**config.mk**
```make
export PLATFORM = sky130hd
export DESIGN_NAME = ffpa_ctrl
export DESIGN_NICKNAME = d
export VERILOG_FILES = /design/src/rtl/core/ffpa_pkg.sv /design/src/rtl/core/ffpa_ctrl.sv
export SDC_FILE = /design/constraint.sdc
export NUM_CORES = 1
export LEC_CHECK = 0
export BUFFER_PORTS_ARGS = -buffer_cell sky130_fd_sc_hd__buf_4
export CAP_MARGIN = 25
export CORE_AREA = 5 5 42 44
export DETAILED_ROUTE_END_ITERATION = 7
export DIE_AREA = 0 0 47 49
export GPL_ROUTABILITY_DRIVEN = 1
export MAX_ROUTING_LAYER = met4
export PLACE_DENSITY = 0.66
export REMOVE_ABC_BUFFERS = 1
export SYNTH_ARGS = -nofsm -noshare
export SYNTH_HDL_FRONTEND = slang
export SYNTH_SLANG_ARGS = --single-unit
```
**constraint.sdc**
```tcl
create_clock -name i_clk -period 2 [get_ports i_clk]
set_input_delay 0.2 -clock i_clk [delete_from_list [all_inputs] [get_ports i_clk]]
set_output_delay 0.2 -clock i_clk [all_outputs]
set_load 0.03 [all_outputs]
```
**src/rtl/core/ffpa_pkg.sv**
```systemverilog
// Shared types and constants for the first-fit page allocator.
// No dependencies; imported by ffpa_ctrl, ffpa_dp and first_fit_page_allocator.
package ffpa_pkg;

    // Built depth of the page map (default for the top-level parameter)
    localparam int MAX_PAGES_DEF = 1024;

    // Fixed field widths
    localparam int COUNT_W = 11;   // page_count, freed_count, pages_in_use
    localparam int PAGE_W  = 10;   // head_page, first_page
    localparam int RUN_W   = 12;   // run word per page, two's complement

    // Run word written into tail pages (-1)
    localparam logic [RUN_W-1:0] RUN_TAIL = '1;

    // Page total after reset
    localparam logic [COUNT_W-1:0] CFG_RESET = 11'd1024;

    // Stream data widths (whole bytes)
    localparam int S_TDATA_W = 24;
    localparam int M_TDATA_W = 24;

    // Request kinds carried in tuser
    localparam logic REQ_ALLOC = 1'b0;
    localparam logic REQ_FREE  = 1'b1;

    typedef enum logic [3:0] {
        ST_CLEAR,
        ST_IDLE,
        ST_ACHK,
        ST_SCAN,
        ST_MARK,
        ST_FCHK,
        ST_FWAIT,
        ST_FREE,
        ST_RESP
    } t_state;

    typedef enum logic [1:0] {
        RESP_FAIL,
        RESP_ALLOC,
        RESP_FREE
    } t_resp_kind;

    // Controller to datapath
    typedef struct packed {
        logic       load;       // capture request, pointer to the head page
        logic       scan_init;  // reset scan state, pointer to page 0
        logic       scan;       // scan step: read the next page, check the returned word
        logic       wr_step;    // one map write at the pointer, pointer advances
        logic       wr_mark;    // write run words (else write zero)
        logic       rd_en;      // read the map at the pointer
        logic       free_init;  // set the free sweep end from the head word
        logic       resp_load;  // load the result register
        t_resp_kind kind;
    } t_cmd;

    // Datapath to controller
    typedef struct packed {
        logic bad_count;  // allocate count is 0 or not below the page total
        logic found;      // scan hit a free run of the requested length
        logic scan_fail;  // scan covered the page total without a hit
        logic wr_last;    // current write is the last of the sweep
        logic head_ok;    // free head index lies inside the map
        logic word_pos;   // head run word is positive
        logic out_free;   // result register can take a new result
    } t_status;

endpackage

```
**src/rtl/core/ffpa_ctrl.sv**
```systemverilog
// Request sequencer of the first-fit page allocator.
// Depends on ffpa_pkg (state, command and status types).
module ffpa_ctrl import ffpa_pkg::*; (
    input  logic    i_clk,
    input  logic    i_rst_n,
    input  logic    i_s_tvalid,
    input  logic    i_s_tuser,    // request kind
    output logic    o_s_tready,
    input  t_status i_status,
    output t_cmd    o_cmd
);

    t_state     r_state, n_state;
    t_resp_kind r_kind, n_kind;

    // State register
    always_ff @(posedge i_clk) begin
        if (!i_rst_n) begin
            r_state <= ST_CLEAR;
            r_kind  <= RESP_FAIL;
        end else begin
            r_state <= n_state;
            r_kind  <= n_kind;
        end
    end

    // Next state and commands
    always_comb begin
        n_state    = r_state;
        n_kind     = r_kind;
        o_cmd      = '0;
        o_cmd.kind = r_kind;
        o_s_tready = 1'b0;
        case (r_state)
            ST_CLEAR: begin
                o_cmd.wr_step = 1'b1;
                if (i_status.wr_last) begin
                    n_state = ST_IDLE;
                end
            end
            ST_IDLE: begin
                o_s_tready = 1'b1;
                if (i_s_tvalid) begin
                    o_cmd.load = 1'b1;
                    n_state    = (i_s_tuser == REQ_FREE) ? ST_FCHK : ST_ACHK;
                end
            end
            ST_ACHK: begin
                if (i_status.bad_count) begin
                    n_kind  = RESP_FAIL;
                    n_state = ST_RESP;
                end else begin
                    o_cmd.scan_init = 1'b1;
                    n_state         = ST_SCAN;
                end
            end
            ST_SCAN: begin
                o_cmd.scan = 1'b1;
                if (i_status.found) begin
                    n_state = ST_MARK;
                end else if (i_status.scan_fail) begin
                    n_kind  = RESP_FAIL;
                    n_state = ST_RESP;
                end
            end
            ST_MARK: begin
                o_cmd.wr_step = 1'b1;
                o_cmd.wr_mark = 1'b1;
                if (i_status.wr_last) begin
                    n_kind  = RESP_ALLOC;
                    n_state = ST_RESP;
                end
            end
            ST_FCHK: begin
                if (i_status.head_ok) begin
                    o_cmd.rd_en = 1'b1;
                    n_state     = ST_FWAIT;
                end else begin
                    n_kind  = RESP_FAIL;
                    n_state = ST_RESP;
                end
            end
            ST_FWAIT: begin
                if (i_status.word_pos) begin
                    o_cmd.free_init = 1'b1;
                    n_state         = ST_FREE;
                end else begin
                    n_kind  = RESP_FAIL;
                    n_state = ST_RESP;
                end
            end
            ST_FREE: begin
                o_cmd.wr_step = 1'b1;
                if (i_status.wr_last) begin
                    n_kind  = RESP_FREE;
                    n_state = ST_RESP;
                end
            end
            ST_RESP: begin
                if (i_status.out_free) begin
                    o_cmd.resp_load = 1'b1;
                    n_state         = ST_IDLE;
                end
            end
            default: begin
                n_state = ST_IDLE;
            end
        endcase
    end

endmodule

```
==> flow_summary.ini <==
[outcome]
outcome = complete, no violations

[synth]
synth_warnings = 0
yosysUniqueCellTypes = 37
avgSynthCellArea_sq_um = 7.16
synth-seq-area-share_pct = 22.1
ys.flop_type = dfxtp_1
yosys.area.top_type = dfxtp_1
synth.top_cell.area_share_pct = 22.1
synth_edf_count = 0
synthesis.area_sq_um = 544
ys_seq_elements = 6
async_flop_share_pct = 0
synth.area.top_cells = dfxtp_1, a21oi_1, nand2_1
syn_inst = 76

[floorplan]
core-area_sq_mm = 0.00140
die_h_microns = 49
fp.dieW_microns = 47
die_area_sq_mm = 0.00230
pin_count = 22
num_rows = 14
start_util_pct = 38.8

[power]
pwr-share-comb_pct = 37.0
switching_power_mw = 0.145
seqPwrFrac_pct = 35.2
power.leakage_nw = 0.339
intPower_mw = 0.261
power-per-cell-area_mw_per_mm2 = 562
vdd_drop_max_mv = 0.373
netSwitchingFraction_pct = 35.7
total_power_mw = 0.406
clock_power_share_pct = 27.8

[grt]
grt_max_degree = 17
grtUsageMet1_pct = 17.3
grt_usage_pct = 15.3
grt_pass1_vias = 618
grt.busiest_layer = met2
antenna_found_initial = 0
grt.overflow.total = 0
met2_usage_pct = 23.3
grt_pass1_wl_mm = 2.55
use_met3_pct = 2.21

[final_layout]
final_core_util_pct = 51.6
stdcell_area_sq_um = 723
syn2layout_area_growth_pct = 32.9
n_antenna_cell = 0
nets = 108
layout-drive-gt1-share_pct = 30.5

[sta]
period_needed_ps = 1790
setup_viol = 0
hold_violations = 0
whs_ps = 250
clock.fmax_ghz = 0.558
timing_worst_slew_pin_value_ps = 430
fin_crit_sh_pct = 89.6
fin_skew_ps = 9.64
drv_slew = 0
rsz0062_at_grt = no
setup_tns_ps = 0
slew_headroom_pct = 71.3

[clock_network]
clkTransAtPathRegs_ps = 50
clock_path_buffers = 2
cts_setup_buffers = 0
clk_latency_ps = 250
cts_num_sinks = 6
cts_tree = built
cts_buffers = 3
cts-htree-levels = 1
cts_hold_buf = 0
cts-root-buf = clkbuf_4
cts_resized = 0

[worst_setup_path]
path_depth = 4
start_kind = flip-flop
regToRegStartpoint = r_state[1]
cp.arrival_ps = 1590
cp_top_family = simple AND/OR/NAND/NOR gates
r2r-end = r_kind[0]
slowest_stage = dfxtp_1
criticalPathCategory = flip-flop to primary output
cp.required_ps = 1800
critPathLaunch = r_state[0]
endpoint = o_cmd[9]
path_max_fanout = 14
r2r_slack_ps = 280
path_cells = nand2b_1 > nor3_2 > and2_1 > buf_4
crit_path_end_kind = primary output
cpPeakStageDelay_ps = 560
crit_buf_inv = 1
rr_worst_depth = 5

[hold_path]
hp-start = i_rst_n
min_path_type = input pin to flip-flop

[drt]
wl_per_cell_microns = 13.6
vias = 619
wirelength_mm = 1.51
drtAntennaViolNets = 0
route.detailed.drc = 0
drt_pass1_iterations = 4
vias_per_cell = 5.58
drt_iter0_drc = 11

[placed_design]
dpl_cell_area_sq_um = 701
io_buffer_count = 21
hpwl_mm = 1.19
gp_congestion = 0.839

[flow_run]
maxCapViolCount = 0
-- layout make-up --
type	instances	area, sq um
Fill cell	154	678
Multi-Input combinational cell	60	377
Timing Repair Buffer	23	173
Sequential cell	6	120
Clock buffer	3	22.5
Tap cell	16	20.0
Inverter	3	11.3
-- worst min-delay path by stage --
stage                     depth (start not counted)  slack (ps)    endpoint
final                                             2         250  r_state[1]
after detailed placement                          2         460   r_kind[0]
after global routing                              3         250   r_kind[0]
after CTS                                         2         240  r_state[1]
after floorplan                                   1         330  r_state[0]
after global placement                            2         450   r_kind[0]
-- state kept, by name, summed over array words and instances, names as in the netlist --
register / flops
r_state: 4
r_kind: 2
-- through the flow --
stage	setup slack, ps	std cells
after floorplan	270	69
after global placement	336	108
after detailed placement	297	108
after CTS	206	111
after global routing	78.2	111
final	209	111
-- cells in the final DEF, fill, tap and decap left out, drive strengths merged, types with 2 or more instances in the layout --
cell type  count
nor3           4
or3            2
mux2i          2
a21oi          8
nand2          8
buf           23
o21ai          2
nor2b          2
dfxtp          6
clkbuf         3
nor2           5
nand3          3
nand2b         3
and3b          3
inv            3
-- power by group through the flow --
stage | Combinational [mW] | Clock [mW] | Sequential, mW
5_1_grt | 0.163 | 0.129 | 0.145
3_3_place_gp | 0.148 | 0 | 0.145
3_5_place_dp | 0.149 | 0 | 0.145
2_1_floorplan | 0.0941 | 0 | 0.142
4_1_cts | 0.150 | 0.118 | 0.143
6_report | 0.150 | 0.113 | 0.143
-- synth_stat cells (2+ instances only) --
master    count
a21oi_1       8
and3b_1       3
buf_2         2
buf_4         2
clkbuf_1      2
dfxtp_1       6
inv_1         3
mux2i_1       2
nand2_1       8
nand2b_1      3
nand3_1       3
nor2_1        5
nor2b_1       2
nor3_1        3
o21ai_1       2
-- cells by family after synthesis --
group,Yosys count,synth area share [%]
DFF,6,22.1
and+or+nand+nor,37,38.9
AOI/OAI and AO/OA,20,24.6
muxes,3,5.75
buffers and inverters,10,8.73
-- per-layer routing --
layer | vias up | wire, microns
li1 | 313 | -
met1 | 274 | 645
met2 | 25 | 745
met3 | 7 | 72
met4 | 0 | 50
met5 | - | 0
Note: power is estimated with default switching activity, not from simulation.
